===== src/design/assert_macros.svh =====
// ----------------------------------------------------------------------------
// assert_macros.svh
// Concurrent assertion macros, compiled out when SYNTH is defined.
// ----------------------------------------------------------------------------
`ifndef ASSERT_MACROS_SVH
`define ASSERT_MACROS_SVH

`ifndef SYNTH
`define ASSERT_RST(label, clk, rst, prop, msg) \
  label: assert property (@(posedge clk) disable iff (rst) prop) else $error(msg);
`define ASSERT_ALWAYS(label, clk, prop, msg) \
  label: assert property (@(posedge clk) prop) else $error(msg);
`else
`define ASSERT_RST(label, clk, rst, prop, msg)
`define ASSERT_ALWAYS(label, clk, prop, msg)
`endif

`endif


===== src/design/skt_pkg.sv =====
// ----------------------------------------------------------------------------
// skt_pkg
// Types, codes and controller/datapath interface for sorted_key_table.
// ----------------------------------------------------------------------------
package skt_pkg;

  localparam int CAPACITY_DEF = 16;
  localparam int ACT_W        = 3;
  localparam int KEY_W        = 31;
  localparam int QTY_W        = 32;
  localparam int ST_W         = 3;

  localparam logic [ACT_W-1:0] ACT_INSERT = 3'd0;
  localparam logic [ACT_W-1:0] ACT_SEARCH = 3'd1;
  localparam logic [ACT_W-1:0] ACT_UPDATE = 3'd2;
  localparam logic [ACT_W-1:0] ACT_DUMP   = 3'd3;
  localparam logic [ACT_W-1:0] ACT_ERASE  = 3'd4;

  localparam logic [ST_W-1:0] ST_OK        = 3'd0;
  localparam logic [ST_W-1:0] ST_NOT_FOUND = 3'd1;
  localparam logic [ST_W-1:0] ST_EXISTS    = 3'd2;
  localparam logic [ST_W-1:0] ST_FULL      = 3'd3;
  localparam logic [ST_W-1:0] ST_EMPTY     = 3'd4;

  typedef struct packed {
    logic [ACT_W-1:0]        action;
    logic [KEY_W-1:0]        part_key;
    logic signed [QTY_W-1:0] amount;
  } req_t;

  typedef struct packed {
    logic [ST_W-1:0]         status;
    logic [KEY_W-1:0]        found_key;
    logic signed [QTY_W-1:0] quantity;
    logic                    last;
  } res_t;

  typedef enum logic [2:0] {
    IDX_HOLD, IDX_ZERO, IDX_INC, IDX_DEC, IDX_COUNT, IDX_POS
  } idx_op_t;

  typedef enum logic [1:0] {RD_IDX, RD_IDX_M1, RD_IDX_P1} rd_sel_t;

  typedef enum logic [1:0] {WR_NONE, WR_SHIFT, WR_NEW, WR_SUM} wr_sel_t;

  typedef enum logic [1:0] {CNT_HOLD, CNT_INC, CNT_DEC} cnt_op_t;

  typedef enum logic [3:0] {
    RES_NONE, RES_FULL, RES_EXISTS, RES_NOT_FOUND, RES_HIT,
    RES_SUM, RES_NEW, RES_EMPTY, RES_DUMP
  } res_sel_t;

  typedef struct packed {
    logic     load_req;
    logic     cap_pos;
    idx_op_t  idx_op;
    rd_sel_t  rd_sel;
    wr_sel_t  wr_sel;
    cnt_op_t  cnt_op;
    res_sel_t res_sel;
  } cmd_t;

  typedef struct packed {
    logic [ACT_W-1:0] action;
    logic             full;
    logic             empty;
    logic             idx_eq_count;
    logic             idx_eq_pos;
    logic             idx_p1_eq_count;
    logic             key_ge;
    logic             hit;
  } sts_t;

endpackage


===== src/design/skt_ram.sv =====
// ----------------------------------------------------------------------------
// skt_ram
// Generic single-write, single-read RAM with registered read data.
// ----------------------------------------------------------------------------
module skt_ram #(
  parameter int WIDTH = 8,
  parameter int DEPTH = 16,
  localparam int AW = (DEPTH > 1) ? $clog2(DEPTH) : 1
) (
  input  logic             clk,
  input  logic             we,
  input  logic [AW-1:0]    waddr,
  input  logic [WIDTH-1:0] wdata,
  input  logic [AW-1:0]    raddr,
  output logic [WIDTH-1:0] rdata
);

  logic [WIDTH-1:0] mem [DEPTH];

  always_ff @(posedge clk) begin
    if (we) begin
      mem[waddr] <= wdata;
    end
    rdata <= mem[raddr];
  end

endmodule


===== src/design/skt_datapath.sv =====
// ----------------------------------------------------------------------------
// skt_datapath
// Request register, walk index, entry RAM, saturating adder and result regs.
// ----------------------------------------------------------------------------
module skt_datapath #(
  parameter int CAPACITY = skt_pkg::CAPACITY_DEF
) (
  input  logic          clk,
  input  logic          rst,
  input  skt_pkg::req_t req,
  input  skt_pkg::cmd_t cmd,
  output skt_pkg::sts_t sts,
  output logic          done,
  output skt_pkg::res_t res
);

  localparam int IW = $clog2(CAPACITY + 1);
  localparam int AW = (CAPACITY > 1) ? $clog2(CAPACITY) : 1;
  localparam int DW = skt_pkg::KEY_W + skt_pkg::QTY_W;
  localparam int QW = skt_pkg::QTY_W;

  skt_pkg::req_t         req_q;
  logic [IW-1:0]         idx;
  logic [IW-1:0]         pos;
  logic [IW-1:0]         count;
  logic                  hit;
  logic signed [QW-1:0]  qty_hold;

  logic [IW-1:0]         idx_m1;
  logic [IW-1:0]         idx_p1;
  logic [AW-1:0]         rd_addr;
  logic [AW-1:0]         wr_addr;
  logic [DW-1:0]         wr_data;
  logic [DW-1:0]         rd_data;
  logic [skt_pkg::KEY_W-1:0] rd_key;
  logic signed [QW-1:0]  rd_qty;
  logic signed [QW:0]    sum;
  logic signed [QW-1:0]  sat;

  assign idx_m1 = idx - IW'(1);
  assign idx_p1 = idx + IW'(1);
  assign rd_key = rd_data[DW-1:QW];
  assign rd_qty = rd_data[QW-1:0];

  assign sum = {qty_hold[QW-1], qty_hold} + {req_q.amount[QW-1], req_q.amount};
  always_comb begin
    if (sum[QW] != sum[QW-1]) begin
      sat = sum[QW] ? {1'b1, {(QW-1){1'b0}}} : {1'b0, {(QW-1){1'b1}}};
    end else begin
      sat = sum[QW-1:0];
    end
  end

  always_comb begin
    case (cmd.rd_sel)
      skt_pkg::RD_IDX_M1: rd_addr = idx_m1[AW-1:0];
      skt_pkg::RD_IDX_P1: rd_addr = idx_p1[AW-1:0];
      default:            rd_addr = idx[AW-1:0];
    endcase
  end

  always_comb begin
    case (cmd.wr_sel)
      skt_pkg::WR_SHIFT: begin
        wr_addr = idx[AW-1:0];
        wr_data = rd_data;
      end
      skt_pkg::WR_NEW: begin
        wr_addr = pos[AW-1:0];
        wr_data = {req_q.part_key, req_q.amount};
      end
      default: begin
        wr_addr = pos[AW-1:0];
        wr_data = {req_q.part_key, sat};
      end
    endcase
  end

  skt_ram #(
    .WIDTH (DW),
    .DEPTH (CAPACITY)
  ) u_ram (
    .clk   (clk),
    .we    (cmd.wr_sel != skt_pkg::WR_NONE),
    .waddr (wr_addr),
    .wdata (wr_data),
    .raddr (rd_addr),
    .rdata (rd_data)
  );

  always_comb begin
    sts.action          = req_q.action;
    sts.full            = (count == IW'(CAPACITY));
    sts.empty           = (count == '0);
    sts.idx_eq_count    = (idx == count);
    sts.idx_eq_pos      = (idx == pos);
    sts.idx_p1_eq_count = (idx_p1 == count);
    sts.key_ge          = (rd_key >= req_q.part_key);
    sts.hit             = hit;
  end

  // payload registers
  always_ff @(posedge clk) begin
    if (cmd.load_req) begin
      req_q <= req;
    end
    if (cmd.cap_pos) begin
      pos      <= idx;
      hit      <= (idx != count) && (rd_key == req_q.part_key);
      qty_hold <= rd_qty;
    end
    case (cmd.idx_op)
      skt_pkg::IDX_ZERO:  idx <= '0;
      skt_pkg::IDX_INC:   idx <= idx_p1;
      skt_pkg::IDX_DEC:   idx <= idx_m1;
      skt_pkg::IDX_COUNT: idx <= count;
      skt_pkg::IDX_POS:   idx <= pos;
      default:            idx <= idx;
    endcase
    case (cmd.res_sel)
      skt_pkg::RES_FULL:      res <= {skt_pkg::ST_FULL, req_q.part_key, QW'(0), 1'b1};
      skt_pkg::RES_EXISTS:    res <= {skt_pkg::ST_EXISTS, req_q.part_key, qty_hold, 1'b1};
      skt_pkg::RES_NOT_FOUND: res <= {skt_pkg::ST_NOT_FOUND, req_q.part_key, QW'(0), 1'b1};
      skt_pkg::RES_HIT:       res <= {skt_pkg::ST_OK, req_q.part_key, qty_hold, 1'b1};
      skt_pkg::RES_SUM:       res <= {skt_pkg::ST_OK, req_q.part_key, sat, 1'b1};
      skt_pkg::RES_NEW:       res <= {skt_pkg::ST_OK, req_q.part_key, req_q.amount, 1'b1};
      skt_pkg::RES_EMPTY:     res <= {skt_pkg::ST_EMPTY, skt_pkg::KEY_W'(0), QW'(0), 1'b1};
      skt_pkg::RES_DUMP:      res <= {skt_pkg::ST_OK, rd_key, rd_qty, sts.idx_p1_eq_count};
      default:                res <= res;
    endcase
  end

  // control registers
  always_ff @(posedge clk) begin
    if (rst) begin
      count <= '0;
      done  <= 1'b0;
    end else begin
      done <= (cmd.res_sel != skt_pkg::RES_NONE);
      case (cmd.cnt_op)
        skt_pkg::CNT_INC: count <= count + IW'(1);
        skt_pkg::CNT_DEC: count <= count - IW'(1);
        default:          count <= count;
      endcase
    end
  end

endmodule


===== src/design/skt_ctrl.sv =====
// ----------------------------------------------------------------------------
// skt_ctrl
// Request sequencer: scan, shift for insert/erase, dump walk, result issue.
// ----------------------------------------------------------------------------
module skt_ctrl (
  input  logic          clk,
  input  logic          rst,
  input  logic          start,
  input  skt_pkg::sts_t sts,
  output logic          busy,
  output skt_pkg::cmd_t cmd
);

  typedef enum logic [3:0] {
    S_IDLE, S_DISPATCH, S_SCAN_RD, S_SCAN_CHK, S_DECIDE,
    S_INS_CHK, S_INS_WR, S_ERA_CHK, S_ERA_WR, S_DUMP_RD, S_DUMP_OUT
  } state_t;

  state_t state;
  state_t state_next;

  always_comb begin
    state_next  = state;
    cmd         = '0;
    cmd.idx_op  = skt_pkg::IDX_HOLD;
    cmd.rd_sel  = skt_pkg::RD_IDX;
    cmd.wr_sel  = skt_pkg::WR_NONE;
    cmd.cnt_op  = skt_pkg::CNT_HOLD;
    cmd.res_sel = skt_pkg::RES_NONE;
    case (state)
      S_IDLE: begin
        if (start) begin
          cmd.load_req = 1'b1;
          cmd.idx_op   = skt_pkg::IDX_ZERO;
          state_next   = S_DISPATCH;
        end
      end
      S_DISPATCH: begin
        case (sts.action)
          skt_pkg::ACT_INSERT: begin
            if (sts.full) begin
              cmd.res_sel = skt_pkg::RES_FULL;
              state_next  = S_IDLE;
            end else begin
              state_next  = S_SCAN_RD;
            end
          end
          skt_pkg::ACT_SEARCH, skt_pkg::ACT_UPDATE, skt_pkg::ACT_ERASE: begin
            state_next = S_SCAN_RD;
          end
          skt_pkg::ACT_DUMP: begin
            if (sts.empty) begin
              cmd.res_sel = skt_pkg::RES_EMPTY;
              state_next  = S_IDLE;
            end else begin
              state_next  = S_DUMP_RD;
            end
          end
          default: state_next = S_IDLE;
        endcase
      end
      S_SCAN_RD: begin
        if (sts.idx_eq_count) begin
          cmd.cap_pos = 1'b1;
          state_next  = S_DECIDE;
        end else begin
          state_next  = S_SCAN_CHK;
        end
      end
      S_SCAN_CHK: begin
        if (sts.key_ge) begin
          cmd.cap_pos = 1'b1;
          state_next  = S_DECIDE;
        end else begin
          cmd.idx_op  = skt_pkg::IDX_INC;
          state_next  = S_SCAN_RD;
        end
      end
      S_DECIDE: begin
        state_next = S_IDLE;
        if (!sts.hit && sts.action != skt_pkg::ACT_INSERT) begin
          cmd.res_sel = skt_pkg::RES_NOT_FOUND;
        end else begin
          case (sts.action)
            skt_pkg::ACT_INSERT: begin
              if (sts.hit) begin
                cmd.res_sel = skt_pkg::RES_EXISTS;
              end else begin
                cmd.idx_op  = skt_pkg::IDX_COUNT;
                state_next  = S_INS_CHK;
              end
            end
            skt_pkg::ACT_UPDATE: begin
              cmd.wr_sel  = skt_pkg::WR_SUM;
              cmd.res_sel = skt_pkg::RES_SUM;
            end
            skt_pkg::ACT_ERASE: begin
              cmd.idx_op = skt_pkg::IDX_POS;
              state_next = S_ERA_CHK;
            end
            default: cmd.res_sel = skt_pkg::RES_HIT;
          endcase
        end
      end
      S_INS_CHK: begin
        if (sts.idx_eq_pos) begin
          cmd.wr_sel  = skt_pkg::WR_NEW;
          cmd.cnt_op  = skt_pkg::CNT_INC;
          cmd.res_sel = skt_pkg::RES_NEW;
          state_next  = S_IDLE;
        end else begin
          cmd.rd_sel  = skt_pkg::RD_IDX_M1;
          state_next  = S_INS_WR;
        end
      end
      S_INS_WR: begin
        cmd.wr_sel = skt_pkg::WR_SHIFT;
        cmd.idx_op = skt_pkg::IDX_DEC;
        state_next = S_INS_CHK;
      end
      S_ERA_CHK: begin
        if (sts.idx_p1_eq_count) begin
          cmd.cnt_op  = skt_pkg::CNT_DEC;
          cmd.res_sel = skt_pkg::RES_HIT;
          state_next  = S_IDLE;
        end else begin
          cmd.rd_sel  = skt_pkg::RD_IDX_P1;
          state_next  = S_ERA_WR;
        end
      end
      S_ERA_WR: begin
        cmd.wr_sel = skt_pkg::WR_SHIFT;
        cmd.idx_op = skt_pkg::IDX_INC;
        state_next = S_ERA_CHK;
      end
      S_DUMP_RD: begin
        state_next = S_DUMP_OUT;
      end
      S_DUMP_OUT: begin
        cmd.res_sel = skt_pkg::RES_DUMP;
        if (sts.idx_p1_eq_count) begin
          state_next = S_IDLE;
        end else begin
          cmd.idx_op = skt_pkg::IDX_INC;
          state_next = S_DUMP_RD;
        end
      end
      default: state_next = S_IDLE;
    endcase
  end

  always_ff @(posedge clk) begin
    if (rst) begin
      state <= S_IDLE;
      busy  <= 1'b0;
    end else begin
      state <= state_next;
      busy  <= (state_next != S_IDLE);
    end
  end

endmodule


===== src/design/sorted_key_table.sv =====
// ----------------------------------------------------------------------------
// sorted_key_table
// Key/quantity table kept in ascending key order: insert, search, update,
// erase and dump requests over a one-write, one-read entry RAM.
// ----------------------------------------------------------------------------
//   channel   dir  handshake           payload
//   request   in   start & !busy       req (action, part_key, amount)
//   result    out  done, one cycle     res (status, found_key, quantity, last)
//
// The key scan reads and then checks each entry examined, as the RAM's read is
// registered; insert and erase shift one moved entry at a time; a dump gives
// one result per entry. A new request is accepted only after busy has fallen.
// Reset empties the table at once. Results cannot be stalled; busy stays
// high until the last result of a request has been issued.
// ----------------------------------------------------------------------------
`include "assert_macros.svh"

module sorted_key_table #(
  parameter int CAPACITY = skt_pkg::CAPACITY_DEF
) (
  input  logic          clk,
  input  logic          rst,
  input  logic          start,
  output logic          busy,
  input  skt_pkg::req_t req,
  output logic          done,
  output skt_pkg::res_t res
);

  skt_pkg::cmd_t cmd;
  skt_pkg::sts_t sts;

  skt_ctrl u_ctrl (
    .clk   (clk),
    .rst   (rst),
    .start (start),
    .sts   (sts),
    .busy  (busy),
    .cmd   (cmd)
  );

  skt_datapath #(
    .CAPACITY (CAPACITY)
  ) u_dp (
    .clk  (clk),
    .rst  (rst),
    .req  (req),
    .cmd  (cmd),
    .sts  (sts),
    .done (done),
    .res  (res)
  );

  `ASSERT_RST(a_accept_busy, clk, rst, start && !busy |=> busy, "busy not raised on accept")
  `ASSERT_RST(a_done_in_req, clk, rst, done |-> $past(busy), "result outside a request")
  `ASSERT_RST(a_more_busy, clk, rst, done && !res.last |=> busy, "request ended before last")
  `ASSERT_RST(a_more_ok, clk, rst, done && !res.last |-> res.status == skt_pkg::ST_OK,
              "non-final result not ok")
  `ASSERT_ALWAYS(a_rst_idle, clk, rst |=> !busy && !done, "not idle after reset")

endmodule

===== config.mk =====
export PLATFORM = sky130hd
export DESIGN_NAME = sorted_key_table
export DESIGN_NICKNAME = d
export VERILOG_FILES = /design/src/design/skt_pkg.sv /design/src/design/skt_ram.sv /design/src/design/skt_datapath.sv /design/src/design/skt_ctrl.sv /design/src/design/sorted_key_table.sv
export VERILOG_INCLUDE_DIRS = /design/src /design/src/design
export SDC_FILE = /design/constraint.sdc
export NUM_CORES = 2
export LEC_CHECK = 0
export BUFFER_PORTS_ARGS = -buffer_cell sky130_fd_sc_hd__clkbuf_2
export CAP_MARGIN = 20
export CORE_MARGIN = 10
export CORE_UTILIZATION = 40
export CTS_BUF_LIST = sky130_fd_sc_hd__clkbuf_4
export DETAILED_ROUTE_END_ITERATION = 8
export SYNTH_ARGS = -nofsm -noshare
export SYNTH_HDL_FRONTEND = slang
export SYNTH_SLANG_ARGS = --single-unit
export TNS_END_PERCENT = 10

===== constraint.sdc =====
create_clock -name clk -period 16.4 [get_ports clk]
set_clock_uncertainty 0.2 [all_clocks]
set_input_delay 0.82 -clock clk [delete_from_list [all_inputs] [get_ports clk]]
set_output_delay 0.82 -clock clk [all_outputs]
set_load 0.02 [all_outputs]

==> results.tsv <==
stage	metric	value	unit
clock_network	number of buffers created by CTS	338	
sta	final-report max-slew violation count	0	
grt	Overflow after GRT	0	
die	height of the die	377.5	um
cells_and_area	Final Util	46.68	%
routing	M1 WL	57420	um
synth	Yosys warning total	0	
routing	Met2 Wirelength	61120	um
die	Initial Utilization	40.20	%
pwr	switch share	25.51	%
routing	met3 wire len	10430	um
sta	Setup TNS Final	0	ns
clock_network	CTS Sinks	1258	
synth	post-synthesis register bit count	1258	
pwr	internal power	0.005539	W
die	area of the core	127200	um2
placement	# port buffers	137	
pwr	Max VDD drop	70.57	uV
synth	synthesized area	51130	um2
routing	DR top layer	met4	
synth	Avg Inst Size Synth	17.57	um2
worst_setup_path	CP Capture Type	flop	
die	row count	131	
worst_setup_path	WP data arrival	7.44	ns
synth	main flop type after synthesis	edfxtp_1	
status	result of the run	complete, no violations	
routing	# DRC	0	
clock_network	clock latency on the worst-skew pair	1.27	ns
sta	Final min period	6.603	ns
cells_and_area	fin cells	5317	
min_path	Hold WC Path Type	in2reg	
worst_setup_path	crit path kind	reg2reg	
sta	final worst-path cycle share	40.26	%
synth	sequential element share of the synthesized area	72.44	%
placement	Post-DP HPWL	70710	um
routing	Detailed Route Iter0 Violations	3271	
worst_setup_path	Worst Path Max Fanout	102	
clock_network	H-tree levels	5	
pwr	clock group share of total power	36.6	%
clock_network	register clock-pin slew on the reported worst setup and hold paths	0.06	ns
placement	Final GP Congestion	0.8732	
grt	vias in the first global route	30460	
clock_network	Post-CTS Setup Inserts	0	
clock_network	hold_buf cts	101	
min_path	origin of the worst min-delay path	req[55]	
grt	largest net degree at the start of global routing	103	
routing	vias per cell	5.588	
sta	final hold vios	0	
pwr	Seq pwr share	51.7	%
routing	drt first pass iters	9	
placement	dpl cells	4619	
synth	syn nets	3058	
sta	normalized max-slew margin	16.52	%
grt	first-pass GRT wire length	195200	um
grt	initial antenna violation count	3	
clock_network	root buf cell	clkbuf_4	
synth	Cell variety after synth	72	
routing	drt wl/cell	24.74	um
synth	Syn Inst Count	2910	
pwr	Leakage	19.98	nW
pwr	PwrDens	125.2	nW/um2
die	Die X	377.5	um
flow_run	max-cap violations	0	
worst_setup_path	data required time of the worst path	17.23	ns
grt	GR Util All Layers	18.31	%
cells_and_area	area grow syn2layout	16.13	%
routing	Post-DRT Antenna Nets	0	
pwr	Total Power	0.007436	W
pwr	Comb power frac	11.7	%
cells_and_area	Layout fillers	10920	
synth	Post-synth EDFFs	1184	
worst_setup_path	Reg-to-Reg Start	u_dp.idx[0]	
cells_and_area	share of cells above drive strength 1	28.34	%
cells_and_area	fin nets	3555	
worst_setup_path	startpoint types	flop	
routing	WL final	131500	um
sta	fmax	151.4	MHz
pwr	sw power	0.001897	W
clock_network	Max clock buf depth	4	
die	die area	142500	um2
clock_network	Resized cells post-CTS	0	
worst_setup_path	CP Launch Point	u_dp.idx[0]	
die	IO Count	138	
clock_network	TritonCTS clock tree	built	
sta	RSZ-0062 raised after global routing	no	
sta	Final Setup Violations	0	
routing	Vias	29710	
synth	ys async rst share	0	%
sta	Worst-Margin Slew	1.252	ns
cells in the mapped netlist, drive strengths merged (40+ instances only):
library cell     n  area share [%]
nor2            86            0.63
nand2          244             1.8
a211oi          73             1.1
and2            64            0.78
a22o            40            0.69
a21oi           80            0.79
buf             55            0.49
edfxtp        1184              70
ha              77             1.9
o21ai           60            0.59
clkbuf         107            0.79
inv             65            0.48
dfxtp           74             2.9
a31oi           69            0.84
mux4           252              11
metal layers:
metal  GRT usage [%]  vias up
li1                -    12980
met1           25.56    15270
met2           28.23     1261
met3           4.399      204
met4           5.877        0
met5               0        -
state kept, by name, indices dropped and copies added, names as in the netlist:
name,flops
u_ctrl.busy,1
u_ctrl.state,4
u_dp.pos,5
u_dp.done,1
u_dp.req_q,63
u_dp.qty_hold,32
u_dp.hit,1
u_dp.u_ram.rdata,63
u_dp.sts,3
u_dp.res,67
u_dp.u_ram.mem,1008
u_dp.idx,5
u_dp.count,5
per-stage QoR:
step           hold slack (ns)  setup WS, ns  cell area [um2]
3_5_place_dp            0.2541         9.730            54050
5_1_grt                0.02565         9.056            59370
4_1_cts              0.0003971         9.652            59260
6_report                0.1436         9.797            59380
3_3_place_gp            0.2436         9.827            54030
2_1_floorplan           0.2298         9.435            51130
critical path, cell delays in order, from the launching register on:
cell and delay (ns):
edfxtp_1 0.62, inv_1 0.15, ha_1 0.40, xnor2_1 0.16
nand2_1 0.08, nor4_1 0.49, nor3_1 0.18, inv_1 0.09
ha_1 0.43, nand2_1 0.18, o21ai_4 0.08, buf_4 0.51
buf_12 0.72, buf_4 0.88, mux4_2 0.59, and2_1 0.16
a211oi_1 0.26, a31oi_1 0.08
logic make-up (layout without fill, tap and decap cells):
| group | Yosys count | in the layout | share of synthesized area [%] |
|---|---|---|---|
| xor+xnor | 50 | 50 | 0.8565 |
| compound gates | 500 | 500 | 6.848 |
| simple gates | 535 | 535 | 4.863 |
| mux | 261 | 261 | 11.28 |
| flops | 1258 | 1258 | 72.44 |
| other cells | 0 | 10 | 0 |
| fa+ha+maj | 79 | 79 | 1.963 |
| buf+inv | 227 | 962 | 1.752 |
cell type report:
type	count	area [um2]	area share (%)
Antenna cell	10	25.02	0.04215
Clock buffer	500	3754	6.322
Clock inverter	78	444.2	0.7481
Inverter	65	244.0	0.4109
Multi-Input combinational cell	1425	13440	22.63
Sequential cell	1258	37040	62.37
Tap cell	1662	2079	3.502
Timing Repair Buffer	319	2356	3.968
worst paths after layout:
| check | to | slack (ns) | cells after the start |
|---|---|---|---|
| min | u_dp.req_q[55] | 0.14 | 2 |
| max reg2reg | u_dp.u_ram.rdata[49] | 9.80 | 17 |
| max | u_dp.u_ram.rdata[49] | 9.80 | 17 |
| min reg2reg | u_dp.qty_hold[27] | 0.27 | 0 |
cells in the final DEF (no fill, tap or decap), types with 68 or more instances in the layout:
cell type / Yosys / layout
a31oi_1: 69 / 69
clkbuf_4: 0 / 500
a211oi_1: 73 / 73
clkbuf_2: 0 / 137
buf_4: 0 / 77
edfxtp_1: 1184 / 1184
a21oi_1: 79 / 79
nand2_1: 244 / 243
nor2_1: 86 / 68
ha_1: 77 / 75
dfxtp_1: 74 / 74
mux4_2: 252 / 252
dlygate4sd3_1: 0 / 101
power groups by stage:
stage                     clock, W  combinational (W)  sequential, W
final                      0.00272           0.000873        0.00384
after global routing       0.00298           0.000954        0.00385
after CTS                  0.00280           0.000862        0.00384
after detailed placement         0           0.000839        0.00391
after global placement           0           0.000830        0.00391
after floorplan                  0           0.000549        0.00388
No activity file was read; power rests on OpenSTA's default activity.
